<file path="src/sv/cci_pkg.sv">
// ----------------------------------------------------------------------------
// cci_pkg
// Shared types, register codes and the B,C cubic coefficient table (x18).
// ----------------------------------------------------------------------------
package cci_pkg;

    localparam int FRACTION_BITS_DEF = 12;
    localparam int SAMPLE_BITS_DEF   = 16;
    localparam int VALUE_W           = 16;
    localparam int CFG_INDEX_W       = 1;
    localparam int CFG_DATA_W        = 16;
    localparam int COEF_W            = 7;

    // register indexes
    localparam logic [CFG_INDEX_W-1:0] REG_KERNEL_MODE = 1'd0;
    localparam logic [CFG_INDEX_W-1:0] REG_MAX_VALUE   = 1'd1;

    // kernel modes
    localparam logic [1:0] MODE_HERMITE     = 2'd0;
    localparam logic [1:0] MODE_BSPLINE     = 2'd1;
    localparam logic [1:0] MODE_MITCHELL    = 2'd2;
    localparam logic [1:0] MODE_CATMULL_ROM = 2'd3;

    localparam logic [1:0]         KERNEL_MODE_RESET = MODE_MITCHELL;
    localparam logic [VALUE_W-1:0] MAX_VALUE_RESET   = 16'd255;

    // polynomial rows: row 0 multiplies t^3, row 3 is the constant term
    localparam logic [1:0] ROW_T3 = 2'd0;
    localparam logic [1:0] ROW_T2 = 2'd1;
    localparam logic [1:0] ROW_T1 = 2'd2;
    localparam logic [1:0] ROW_T0 = 2'd3;

    // four taps of one row, tap i in element i (before, left, right, after)
    typedef logic [3:0][COEF_W-1:0] coef_row_t;

    // load enables of a two-stage multiply-accumulate slice
    typedef struct packed {
        logic load_mul;
        logic load_sum;
    } step_en_t;

    function automatic coef_row_t coef_row(input logic [1:0] mode, input logic [1:0] row);
        coef_row_t c;
        c = '0;
        unique case ({mode, row})
            {MODE_HERMITE, ROW_T3}:     c = {7'sd0, -7'sd36, 7'sd36, 7'sd0};
            {MODE_HERMITE, ROW_T2}:     c = {7'sd0, 7'sd54, -7'sd54, 7'sd0};
            {MODE_HERMITE, ROW_T1}:     c = {7'sd0, 7'sd0, 7'sd0, 7'sd0};
            {MODE_HERMITE, ROW_T0}:     c = {7'sd0, 7'sd0, 7'sd18, 7'sd0};
            {MODE_BSPLINE, ROW_T3}:     c = {7'sd3, -7'sd9, 7'sd9, -7'sd3};
            {MODE_BSPLINE, ROW_T2}:     c = {7'sd0, 7'sd9, -7'sd18, 7'sd9};
            {MODE_BSPLINE, ROW_T1}:     c = {7'sd0, 7'sd9, 7'sd0, -7'sd9};
            {MODE_BSPLINE, ROW_T0}:     c = {7'sd0, 7'sd3, 7'sd12, 7'sd3};
            {MODE_MITCHELL, ROW_T3}:    c = {7'sd7, -7'sd21, 7'sd21, -7'sd7};
            {MODE_MITCHELL, ROW_T2}:    c = {-7'sd6, 7'sd27, -7'sd36, 7'sd15};
            {MODE_MITCHELL, ROW_T1}:    c = {7'sd0, 7'sd9, 7'sd0, -7'sd9};
            {MODE_MITCHELL, ROW_T0}:    c = {7'sd0, 7'sd1, 7'sd16, 7'sd1};
            {MODE_CATMULL_ROM, ROW_T3}: c = {7'sd9, -7'sd27, 7'sd27, -7'sd9};
            {MODE_CATMULL_ROM, ROW_T2}: c = {-7'sd9, 7'sd36, -7'sd45, 7'sd18};
            {MODE_CATMULL_ROM, ROW_T1}: c = {7'sd0, 7'sd9, 7'sd0, -7'sd9};
            {MODE_CATMULL_ROM, ROW_T0}: c = {7'sd0, 7'sd0, 7'sd18, 7'sd0};
            default:                    c = '0;
        endcase
        return c;
    endfunction

endpackage

</file>
<file path="src/sv/cci_horner_step.sv">
// ----------------------------------------------------------------------------
// cci_horner_step
// One Horner step acc*f + (row << ROW_SHIFT), split into two half-width
// partial products in the first stage and summed in the second.
// ----------------------------------------------------------------------------
module cci_horner_step #(
    parameter int ACC_W     = 37,
    parameter int FRAC_W    = 12,
    parameter int ROW_W     = 24,
    parameter int ROW_SHIFT = 24
) (
    input  logic                        aclk,
    input  cci_pkg::step_en_t           en,
    input  logic signed [ACC_W-1:0]     acc_in,
    input  logic [FRAC_W-1:0]           frac_in,
    input  logic signed [ROW_W-1:0]     row_in,
    output logic signed [ACC_W+FRAC_W:0] acc_out
);

    localparam int LO_W  = ACC_W / 2;
    localparam int HI_W  = ACC_W - LO_W;
    localparam int OUT_W = ACC_W + FRAC_W + 1;
    localparam int PL_W  = LO_W + FRAC_W;
    localparam int PH_W  = HI_W + FRAC_W + 1;

    logic [PL_W-1:0]         pl_reg, pl_next;
    logic signed [PH_W-1:0]  ph_reg, ph_next;
    logic signed [ROW_W-1:0] row_reg;
    logic [OUT_W-1:0]        acc_reg, acc_next;

    // low half is unsigned, high half carries the sign
    assign pl_next = acc_in[LO_W-1:0] * frac_in;
    assign ph_next = $signed(acc_in[ACC_W-1:LO_W]) * $signed({1'b0, frac_in});

    assign acc_next = {ph_reg, {LO_W{1'b0}}}
                    + {{(OUT_W-PL_W){1'b0}}, pl_reg}
                    + {{(OUT_W-ROW_W-ROW_SHIFT){row_reg[ROW_W-1]}}, row_reg,
                       {ROW_SHIFT{1'b0}}};

    always_ff @(posedge aclk) begin
        if (en.load_mul) begin
            pl_reg  <= pl_next;
            ph_reg  <= ph_next;
            row_reg <= row_in;
        end
        if (en.load_sum) begin
            acc_reg <= acc_next;
        end
    end

    assign acc_out = $signed(acc_reg);

endmodule

</file>
<file path="config.mk">
export PLATFORM = sky130hd
export DESIGN_NAME = cci_horner_step
export DESIGN_NICKNAME = d
export VERILOG_FILES = /design/src/sv/cci_pkg.sv /design/src/sv/cci_horner_step.sv
export SDC_FILE = /design/constraint.sdc
export NUM_CORES = 1
export LEC_CHECK = 0
export ABC_AREA = 1
export BUFFER_PORTS_ARGS = -buffer_cell sky130_fd_sc_hd__buf_2
export CAP_MARGIN = 10
export CORE_MARGIN = 2
export CORE_UTILIZATION = 70
export CTS_CLUSTER_SIZE = 24
export DETAILED_ROUTE_END_ITERATION = 10
export PLACE_DENSITY = 0.94
export RECOVER_POWER = 50
export REMOVE_ABC_BUFFERS = 1
export SLEW_MARGIN = 10
export SYNTH_ARGS = -nofsm -noshare
export SYNTH_HDL_FRONTEND = slang
export SYNTH_SLANG_ARGS = --single-unit
</file>
<file path="constraint.sdc">
create_clock -name aclk -period 10.4 [get_ports aclk]
set_input_delay 2.08 -clock aclk [delete_from_list [all_inputs] [get_ports aclk]]
set_output_delay 2.08 -clock aclk [all_outputs]
set_load 0.05 [all_outputs]
</file>
== Yosys cells after proc, flatten, opt, wreduce, memory -nomap -nowiden ==
Index checks and enable logic that the tools add are counted.

* $mul: 2
* Add/sub/neg operators: 2

{| class="wikitable"
|+ Operators with widths
! cell !! count
|-
| $add 50x30->50 || 1
|-
| $add 50x50->50 || 1
|-
| $mul 19x13->32 || 1
|-
| $mul 18x12->30 || 1
|}

* Output and inout port bits: 50
* Bits of input ports: 76
* Bits in registers: 136

== Logic depth before layout (Yosys ltp) ==
Gate-level depths: netlist of run 1.

* Depth in word-level cells: 2
* Gate-level depth with buffers: 24

== Worst setup path after synthesis of run 1 ==
Ideal clock, no wire load.

* Kind: input to register
* Start: input frac_in[3]
* End: register ph_reg[31], data pin
* Slack: 3590 ps
* Library setup time: 252 ps
* Stages: 20
* Path buffers: 2
* Arrival time: 6558 ps
* Cells stage by stage: clkbuf_1 -> buf_1 -> nand2_1 -> fa_1 -> fa_1 -> inv_1 -> fa_1 -> fa_1 -> inv_1 -> fa_1 -> inv_1 -> ha_1 -> nand2_1 -> nor2_1 -> inv_2 -> nor2_4 -> and2_1 -> nand2_1 -> nand3_1 -> nand2_1

* Word-level cells in the longest chain between the ends: 1

{| class="wikitable"
|+ Ends and longest elaborated chain
! element !! RTL line !! RTL
|-
| start: declaration || cci_horner_step.sv:15 || <nowiki>input logic [FRAC_W-1:0] frac_in,</nowiki>
|-
| $mul 19x13->32 || cci_horner_step.sv:33 || <nowiki>assign ph_next = $signed(acc_in[ACC_W-1:LO_W]) * $signed({1'b0, frac_in});</nowiki>
|-
| net ph_next[31] || cci_horner_step.sv:27 || <nowiki>logic signed [PH_W-1:0] ph_reg, ph_next;</nowiki>
|-
| end signal: assignment || cci_horner_step.sv:43 || <nowiki>ph_reg <= ph_next;</nowiki>
|-
| end: declaration || cci_horner_step.sv:27 ||
|}

The timed path passes the listed nets, and every way through them passes these cells.
A chain may end at the register's enable or synchronous reset.

== Final worst setup path of run 1 ==
* Start: input frac_in[0]
* End: register ph_reg[30], data pin

The elaborated chain is that of the path after synthesis.

==> run summary, run 1 <==
ROUTING
--------------------------------------------------------------------------------
First-iteration detailed-routing DRC count ........................        1,735
Number of nets still failing antenna checks after routing .........            0
Residual DRC count ................................................            0
DR pass1 iterations ...............................................            8
Total via count after detailed routing ............................       19,500
Wire per inst .....................................................      16.4 um
Via density per instance ..........................................         5.43
DRT Wirelength ....................................................    58,800 um

LOGIC SYNTHESIS
--------------------------------------------------------------------------------
Post-Syn Area per Cell ............................................    7.71 um^2
Top cells by count, synth ......................................... sky130_fd_sc_hd__nand2_1, sky130_fd_sc_hd__inv_1, sky130_fd_sc_hd__fa_1, sky130_fd_sc_hd__ha_1, sky130_fd_sc_hd__edfxtp_1
Cell with the most instances after synthesis ...................... sky130_fd_sc_hd__nand2_1
Post-synthesis async set-or-reset flop share ......................            0
Cell types occupying the most area after synthesis ................ sky130_fd_sc_hd__fa_1, sky130_fd_sc_hd__edfxtp_1, sky130_fd_sc_hd__nand2_1
Cells after synthesis .............................................        3,063
Number of synthesized register bits ...............................          136
Area share of the largest cell type after synthesis ...............        0.318
Distinct cell type count of the synthesized netlist ...............           29
Post-synthesis instance area ......................................  23,600 um^2
Number of warning messages in the yosys log .......................            0
Cell type with the largest total area after synthesis ............. sky130_fd_sc_hd__fa_1
Top FF cell, synth ................................................ sky130_fd_sc_hd__edfxtp_1
Sequential cell area fraction in the yosys report .................        0.173
Post-synth EDFFs ..................................................          136

CLOCK NETWORK
--------------------------------------------------------------------------------
TritonCTS clock tree ..............................................        built
Clk pin slew, worst setup/hold paths ..............................      0.06 ns
Post-CTS repair timing setup buffer count .........................            0
Hold buffer count at cts ..........................................            0
Clock sink count ..................................................          136
Number of gates given a new drive strength after cts ..............            0
Latest clock arrival within the worst-skew pair ...................      0.44 ns
Clk buf depth .....................................................            2
Num CTS Buffers ...................................................           17
Root buf cell ..................................................... sky130_fd_sc_hd__clkbuf_16
H-tree levels .....................................................            4

FLOORPLAN
--------------------------------------------------------------------------------
IO Count ..........................................................          126
Area of the core ..................................................  33,400 um^2
Die extent in x ...................................................       188 um
Die outline height ................................................       188 um
Effective utilization at floorplan ................................        0.707
Rows ..............................................................           67
Die area ..........................................................  35,200 um^2

STATUS
--------------------------------------------------------------------------------
Status ............................................................ finished, violations left
Failing checks .................................................... max-capacitance violations, max-slew violations

SETUP PATH
--------------------------------------------------------------------------------
Critical path's largest stage delay ...............................      1.54 ns
Type of the setup path with the least slack .......................    in -> reg
Register-to-register setup slack ..................................      7.55 ns
Reg2reg path depth ................................................           10
Endpoint arrival time on the critical path ........................      8.12 ns
CP Launch Type ....................................................    input pin
Maximum net fanout on the critical path ...........................           37
Number of gates on the worst path with buffers counted ............           17
Crit path max-delay family ........................................  adder cells
Crit Reg-Reg Endpoint .............................................  acc_out[36]
Startpoint of the worst-slack reg-to-reg timing path ..............   pl_reg[28]
Category of the worst setup path capture point ....................     register
Slowest cell on crit path ......................................... sky130_fd_sc_hd__clkbuf_1
Chain of cells forming the critical path .......................... clkbuf_1 > nand2_1 > fa_1 > inv_1 > fa_1 > fa_1 > inv_1 > fa_1 > inv_1 > ha_1 > nand2_1 > inv_1 > nand2_1 > nor3_1 > nand3_1 > nand3_1 > nand2_1
Required time of the critical path ................................     10.59 ns
Bufs and invs on worst path .......................................            5

TIMING
--------------------------------------------------------------------------------
Minimum clock period ..............................................      7.93 ns
Final setup viols .................................................            0
RSZ-0062 raised after global routing ..............................           no
Hold violation count in the final report ..........................            0
Max-slew violations ...............................................          168
Worst-Margin Slew .................................................      4.14 ns
Headroom to the max-slew limit ....................................        -1.76
Total Negative Setup Slacks .......................................         0 ns
Fmax achieved .....................................................      126 MHz
Post-route clock period utilization ...............................        0.762
Worst setup skew after layout .....................................    0.0102 ns
Worst hold slack ..................................................     0.422 ns

FINISH
--------------------------------------------------------------------------------
Finished layout cell area .........................................  25,100 um^2
Filler Cell Count .................................................        2,380
Fraction of layout cells with a size suffix above 1 ...............       0.0599
Count of nets after finishing .....................................        3,770
Area growth from synthesis to final layout ........................        6.23%
Antenna cells .....................................................            0
Largest register FFs ..............................................           50

PLACE
--------------------------------------------------------------------------------
Routability cong. .................................................        0.940
Quantity of I/O buffers inserted on ports .........................          125
Half-perimeter wire length after detailed placement ...............    47,300 um
Area after detailed placement .....................................  24,500 um^2

GLOBAL ROUTE
--------------------------------------------------------------------------------
GR Overflow Total .................................................            0
Vias in the first global route ....................................       20,600
Global-route wire length before repair ............................    97,400 um
Total Routing Usage GR ............................................        0.350
Number of antenna violations at the first check in global routing .            0
Pin count of the biggest net entering global routing ..............           79

WORST HOLD PATH
--------------------------------------------------------------------------------
Hold path start ...................................................    pl_reg[3]
Worst Hold End ....................................................   acc_out[3]
Worst min-delay path class ........................................   reg -> reg
Hold-critical path depth ..........................................            0

RUN
--------------------------------------------------------------------------------
Max Cap Violations ................................................            3

==> area by class of cell <==
class / count / area (um^2) / area share
inverter: 909 / 3410 / 0.136
tap: 448 / 561 / 0.0224
sequential: 136 / 4080 / 0.163
clock buffer: 17 / 425 / 0.0170
timing repair buffer: 126 / 624 / 0.0249
clock inverter: 15 / 204 / 0.00813
multi-input combinational: 1933 / 15800 / 0.629
==> metrics by stage <==
| step | setup slack (ns) | utilization | cells |
|---|---|---|---|
| 3_5_place_dp | 2.94 | 0.734 | 3552 |
| 6_report | 2.47 | 0.752 | 3584 |
| 5_1_grt | 1.96 | 0.752 | 3584 |
| 3_3_place_gp | 3.10 | 0.734 | 3552 |
| 4_1_cts | 3.41 | 0.753 | 3584 |
| 2_1_floorplan | 4.11 | - | 2978 |
==> kinds of logic (layout without fill, tap and decap cells) <==
family	count (synthesis)	count (layout)	synth area share
simple gates	1236	1236	0.212
buf+inv	994	1067	0.158
compound gates	81	81	0.0183
fa+ha+maj	571	571	0.422
flops	136	136	0.173
xor+xnor	45	45	0.0167
==> metal layers <==
layer  vias up  part of all wire  GRT usage
li1       8940                 -          -
met1      9190              0.38      0.444
met2      1123              0.48      0.596
met3       200              0.10     0.0616
met4         0             0.035      0.146
met5         -                 0          0
==> how the worst max path moves through the flow <==
stage / slack, ns / endpoint / from
final: 2.47 / ph_reg[30] / frac_in[0]
after detailed placement: 2.94 / ph_reg[29] / frac_in[4]
after floorplan: 4.11 / ph_reg[31] / frac_in[1]
after CTS: 3.41 / ph_reg[29] / frac_in[4]
after global routing: 1.96 / ph_reg[31] / frac_in[0]
after global placement: 3.10 / ph_reg[31] / frac_in[1]
==> worst register-to-register path: cells and delay by family (launching register included) <==
family / cells / cell delay [ns]
flip-flops: 1 / 0.47
AND/OR/NAND/NOR: 8 / 1.26
adder cells (fa/ha/maj): 2 / 0.88
==> cell usage in the layout, fill, tap and decap left out, drive strengths merged <==
cell,n
clkinv,3
a21oi,58
o21ai,15
xor2,41
or2,1
edfxtp,136
nor3,15
nor2,116
a21o,2
nand3,92
nand4,28
buf,121
inv,919
bufinv,2
fa,375
o21bai,6
clkbuf,22
ha,196
nand3b,1
and2,8
nand2,975
xnor2,4
Power of run 1 is not shown: default switching activity piles up to over one toggle a cycle in this logic, so the estimate is an artifact.
==> run 2: changes to the inputs <==
--- a/config.mk
+++ b/config.mk
@@ -5,14 +5,14 @@
 export SDC_FILE = /design/constraint.sdc
 export NUM_CORES = 1
 export LEC_CHECK = 0
-export ABC_AREA = 1
+export ABC_AREA = 0
 export BUFFER_PORTS_ARGS = -buffer_cell sky130_fd_sc_hd__buf_2
 export CAP_MARGIN = 10
 export CORE_MARGIN = 2
-export CORE_UTILIZATION = 70
+export CORE_UTILIZATION = 64
 export CTS_CLUSTER_SIZE = 24
 export DETAILED_ROUTE_END_ITERATION = 10
-export PLACE_DENSITY = 0.94
+export PLACE_DENSITY = 0.87
 export RECOVER_POWER = 50
 export REMOVE_ABC_BUFFERS = 1
 export SLEW_MARGIN = 10
==> constraint.sdc (replaced) <==
create_clock -name aclk -period 7.5 [get_ports aclk]
set_input_delay 1.5 -clock aclk [delete_from_list [all_inputs] [get_ports aclk]]
set_output_delay 1.5 -clock aclk [all_outputs]
set_load 0.05 [all_outputs]
==> run 2 against run 1 <==
Net effect: the flow still finishes with violations (max-capacitance violations, max-slew violations); count of clock-buffer cells in the layout increased by 1; hold slack worse by 0.0078 ns; cell area decreased by 7.9%; sequential share of layout area increased by 1.4 points; synthesized cell count is 27% lower; core utilization fell by 5.8 points; non-clock buffer count rose by 20; die area is 0.31% lower; global-route usage shrank 5.4 points; highest routed layer unchanged.
==> run summary, run 2 <==
STATUS
--------------------------------------------------------------------------------
Status ............................................................ finished, violations left
Failing checks .................................................... max-capacitance violations, max-slew violations

FINISH
--------------------------------------------------------------------------------
Most common cell after layout, fill and taps aside ................ sky130_fd_sc_hd__inv_1
Filler Cell Count .................................................        2,441   +2.6%
Cell Count, Final, Fillers Out ....................................        2,759   -23%
Fraction of layout cells with a size suffix above 1 ...............       0.0641   +0.00412
Count of nets after finishing .....................................        2,944   -22%
Area growth from synthesis to final layout ........................        7.35%
Largest register FFs ..............................................           50   unchanged
Most used cells in the layout excluding fill and tap cells ........ sky130_fd_sc_hd__inv_1, sky130_fd_sc_hd__fa_1, sky130_fd_sc_hd__nand2_1, sky130_fd_sc_hd__ha_1, sky130_fd_sc_hd__and2_1
Post-route core utilization .......................................        0.694   -0.0576

PLACE
--------------------------------------------------------------------------------
Quantity of I/O buffers inserted on ports .........................          125   unchanged
Routability cong. .................................................        0.924   -1.7%
Number of placed cells counting well taps .........................        2,726   -23%
Half-perimeter wire length after detailed placement ...............    38,500 um   -19%
Worst slack at placement ..........................................    -0.157 ns   -3.10 ns

CLOCK NETWORK
--------------------------------------------------------------------------------
Latest clock arrival within the worst-skew pair ...................      0.44 ns   about the same
Clk pin slew, worst setup/hold paths ..............................      0.07 ns   about the same
Clock sink count ..................................................          136   unchanged
Post-CTS repair timing setup buffer count .........................            0   unchanged
Hold buffer count at cts ..........................................            0   unchanged
TritonCTS clock tree ..............................................        built
H-tree levels .....................................................            4   unchanged
Num CTS Buffers ...................................................           17   unchanged
Clk buf depth .....................................................            2   unchanged
Root buf cell ..................................................... sky130_fd_sc_hd__clkbuf_16

LOGIC SYNTHESIS
--------------------------------------------------------------------------------
Number of synthesized register bits ...............................          136   unchanged
Share of the synthesized area in compound gates (AO/OA/AOI/OAI) ...       0.0702   +0.0519
Top FF cell, synth ................................................ sky130_fd_sc_hd__edfxtp_1
Post-synthesis instance area ......................................  21,500 um^2   -8.9%
Top cells by count, synth ......................................... sky130_fd_sc_hd__inv_1, sky130_fd_sc_hd__fa_1, sky130_fd_sc_hd__nand2_1, sky130_fd_sc_hd__ha_1, sky130_fd_sc_hd__and2_1
Cell with the most instances after synthesis ...................... sky130_fd_sc_hd__inv_1
Simple-gate share of the synthesized area .........................        0.143   -0.0690
Post-synthesis share of cell area spent on xor and xnor gates .....       0.0318   +0.0151
Sequential cell area fraction in the yosys report .................        0.190   +0.0168
Number of warning messages in the yosys log .......................            0   unchanged
Fraction of the mapped netlist area in adder cells ................        0.463   +0.0410
Cells after synthesis .............................................        2,224   -27%
Area share of the largest cell type after synthesis ...............        0.349   +0.0309
Post-synth EDFFs ..................................................          136   unchanged
Distinct cell type count of the synthesized netlist ...............           56   +93%
Post-Syn Area per Cell ............................................    9.67 um^2   +26%
Largest family of logic cells by synthesized area .................  adder cells
Post-synthesis async set-or-reset flop share ......................            0   unchanged
Cell types occupying the most area after synthesis ................ sky130_fd_sc_hd__fa_1, sky130_fd_sc_hd__edfxtp_1, sky130_fd_sc_hd__ha_1
Multiplexer share of the synthesized area .........................            0   unchanged
Cell type with the largest total area after synthesis ............. sky130_fd_sc_hd__fa_1

GLOBAL ROUTE
--------------------------------------------------------------------------------
Pin count of the biggest net entering global routing ..............           71   -10%
Vias in the first global route ....................................       17,100   -17%
Global-route wire length before repair ............................    82,700 um   -15%
GR Overflow Total .................................................            0   unchanged
Total Routing Usage GR ............................................        0.295   -0.0542
Number of antenna violations at the first check in global routing .            1   +1

SETUP PATH
--------------------------------------------------------------------------------
Maximum net fanout on the critical path ...........................           31   -16%
Register-to-register setup slack ..................................      3.61 ns   -3.94 ns
Required time of the critical path ................................      7.70 ns   -2.89 ns
Category of the worst setup path capture point ....................     register
Endpoint arrival time on the critical path ........................      7.34 ns   -0.78 ns
Crit Reg-Reg Endpoint .............................................  acc_out[47]
Type of the setup path with the least slack .......................    in -> reg
Startpoint of the worst-slack reg-to-reg timing path ..............   pl_reg[25]
CP Launch Type ....................................................    input pin
Reg2reg path depth ................................................            9   -1

TIMING
--------------------------------------------------------------------------------
Worst-Margin Slew .................................................      3.98 ns   -0.158 ns
Final setup viols .................................................            0   unchanged
Minimum clock period ..............................................      7.15 ns
RSZ-0062 raised after global routing ..............................           no
Headroom to the max-slew limit ....................................        -1.65   +0.105
Total Negative Setup Slacks .......................................         0 ns   unchanged
Fmax achieved .....................................................      140 MHz
Worst setup skew after layout .....................................    0.0141 ns   +0.00391 ns
Post-route clock period utilization ...............................        0.953
Max-slew violations ...............................................          122   -27%
Hold violation count in the final report ..........................            0   unchanged
Setup WS post-layout ..............................................     0.355 ns   -2.12 ns

FLOORPLAN
--------------------------------------------------------------------------------
Die extent in x ...................................................       187 um   -0.16%
Effective utilization at floorplan ................................        0.646   -0.0611
Die outline height ................................................       187 um   -0.16%
Rows ..............................................................           67   unchanged
Area of the core ..................................................  33,300 um^2   -0.25%
Die area ..........................................................  35,100 um^2   -0.31%
IO Count ..........................................................          126   unchanged

ROUTING
--------------------------------------------------------------------------------
Number of nets still failing antenna checks after routing .........            0   unchanged
Wire per inst .....................................................      17.9 um   +9.2%
Residual DRC count ................................................            0   unchanged
Via density per instance ..........................................         5.71   +5.3%
First-iteration detailed-routing DRC count ........................        1,218   -30%
DR pass1 iterations ...............................................            6   -2
Total via count after detailed routing ............................       15,800   -19%
DRT Wirelength ....................................................    49,400 um   -16%

RUN
--------------------------------------------------------------------------------
Max Cap Violations ................................................            2   -1

WORST HOLD PATH
--------------------------------------------------------------------------------
Hold path start ...................................................   pl_reg[12]
Worst min-delay path class ........................................   reg -> reg
Hold-critical path depth ..........................................            0   unchanged
Worst Hold End ....................................................  acc_out[12]

==> run 2: cell types whose count changed in the layout (fill, tap and decap cells not counted), moves of 35 or more <==
| cell | previous run | this run |
|---|---|---|
| sky130_fd_sc_hd__clkbuf_1 | 5 | 40 |
| sky130_fd_sc_hd__nor2_1 | 107 | 41 |
| sky130_fd_sc_hd__xnor2_1 | 4 | 56 |
| sky130_fd_sc_hd__nand3_1 | 88 | 17 |
| sky130_fd_sc_hd__nand2_1 | 967 | 290 |
| sky130_fd_sc_hd__and2_1 | 7 | 192 |
| sky130_fd_sc_hd__a21o_1 | 2 | 38 |
| sky130_fd_sc_hd__inv_1 | 905 | 494 |
==> run 2: area by class of cell <==
class,instances,area (um^2),area share
repair buffers,146,732,0.0317
well taps,448,561,0.0243
clock buffers,18,429,0.0186
inverters,494,1850,0.0803
multi-input cells,1502,15200,0.660
diodes,1,2.50,0.000108
clock inverters,14,196,0.00851
flip-flops and latches,136,4080,0.177
==> run 2: worst max path at each step <==
stage,start,to,slack [ns],depth (start not counted)
final,frac_in[4],ph_reg[29],0.35,19
after global routing,frac_in[4],ph_reg[31],0.001,19
after CTS,frac_in[4],ph_reg[27],0.26,19
after detailed placement,frac_in[4],ph_reg[27],-0.16,19
after floorplan,acc_in[35],ph_reg[29],0.93,19
after global placement,frac_in[4],ph_reg[31],0.10,19
==> run 2: cell families (layout without fill, tap and decap cells) <==
group           count (synthesis)  count (layout)
buf+inv                       586             672
fa+ha+maj                     571             571
simple gates                  627             627
flops                         136             136
xor+xnor                       78              78
other cells                     0               1
compound gates                226             226
==> run 2: worst max-delay path, stage by stage <==
cell                       delay [ns]
sky130_fd_sc_hd__buf_2           0.56
sky130_fd_sc_hd__nand2_1         0.20
sky130_fd_sc_hd__fa_1            0.55
sky130_fd_sc_hd__fa_1            0.52
sky130_fd_sc_hd__inv_1           0.06
sky130_fd_sc_hd__fa_1            0.49
sky130_fd_sc_hd__fa_1            0.49
sky130_fd_sc_hd__inv_1           0.05
sky130_fd_sc_hd__fa_1            0.47
sky130_fd_sc_hd__inv_1           0.04
sky130_fd_sc_hd__ha_1            0.37
sky130_fd_sc_hd__a222oi_1        0.34
sky130_fd_sc_hd__nand2_1         0.13
sky130_fd_sc_hd__or2_0           0.25
sky130_fd_sc_hd__a31oi_1         0.26
sky130_fd_sc_hd__nor4_2          0.14
sky130_fd_sc_hd__or3_4           0.42
sky130_fd_sc_hd__a311o_1         0.31
sky130_fd_sc_hd__and3_1          0.17
==> run 2: metal layers <==
| metal | GRT usage | share of wire |
|---|---|---|
| met3 | 0.0493 | 0.084 |
| met5 | 0 | 0 |
| met4 | 0.111 | 0.029 |
| met1 | 0.381 | 0.39 |
| met2 | 0.505 | 0.49 |
==> run 2: metrics by stage <==
step	hold WS [ns]	area (um^2)
floorplan	0.400	21200
global placement	0.405	22500
detailed placement	0.405	22500
CTS	0.413	23100
global route	0.423	23100
finish	0.415	23100
==> run 2: timing repair <==
item / in CTS / in global routing
resized for setup: 0 / 1
setup endpoints to repair: 0 / 5
hold endpoints to repair: 0 / 0
Power of run 2 is left out for the same reason.
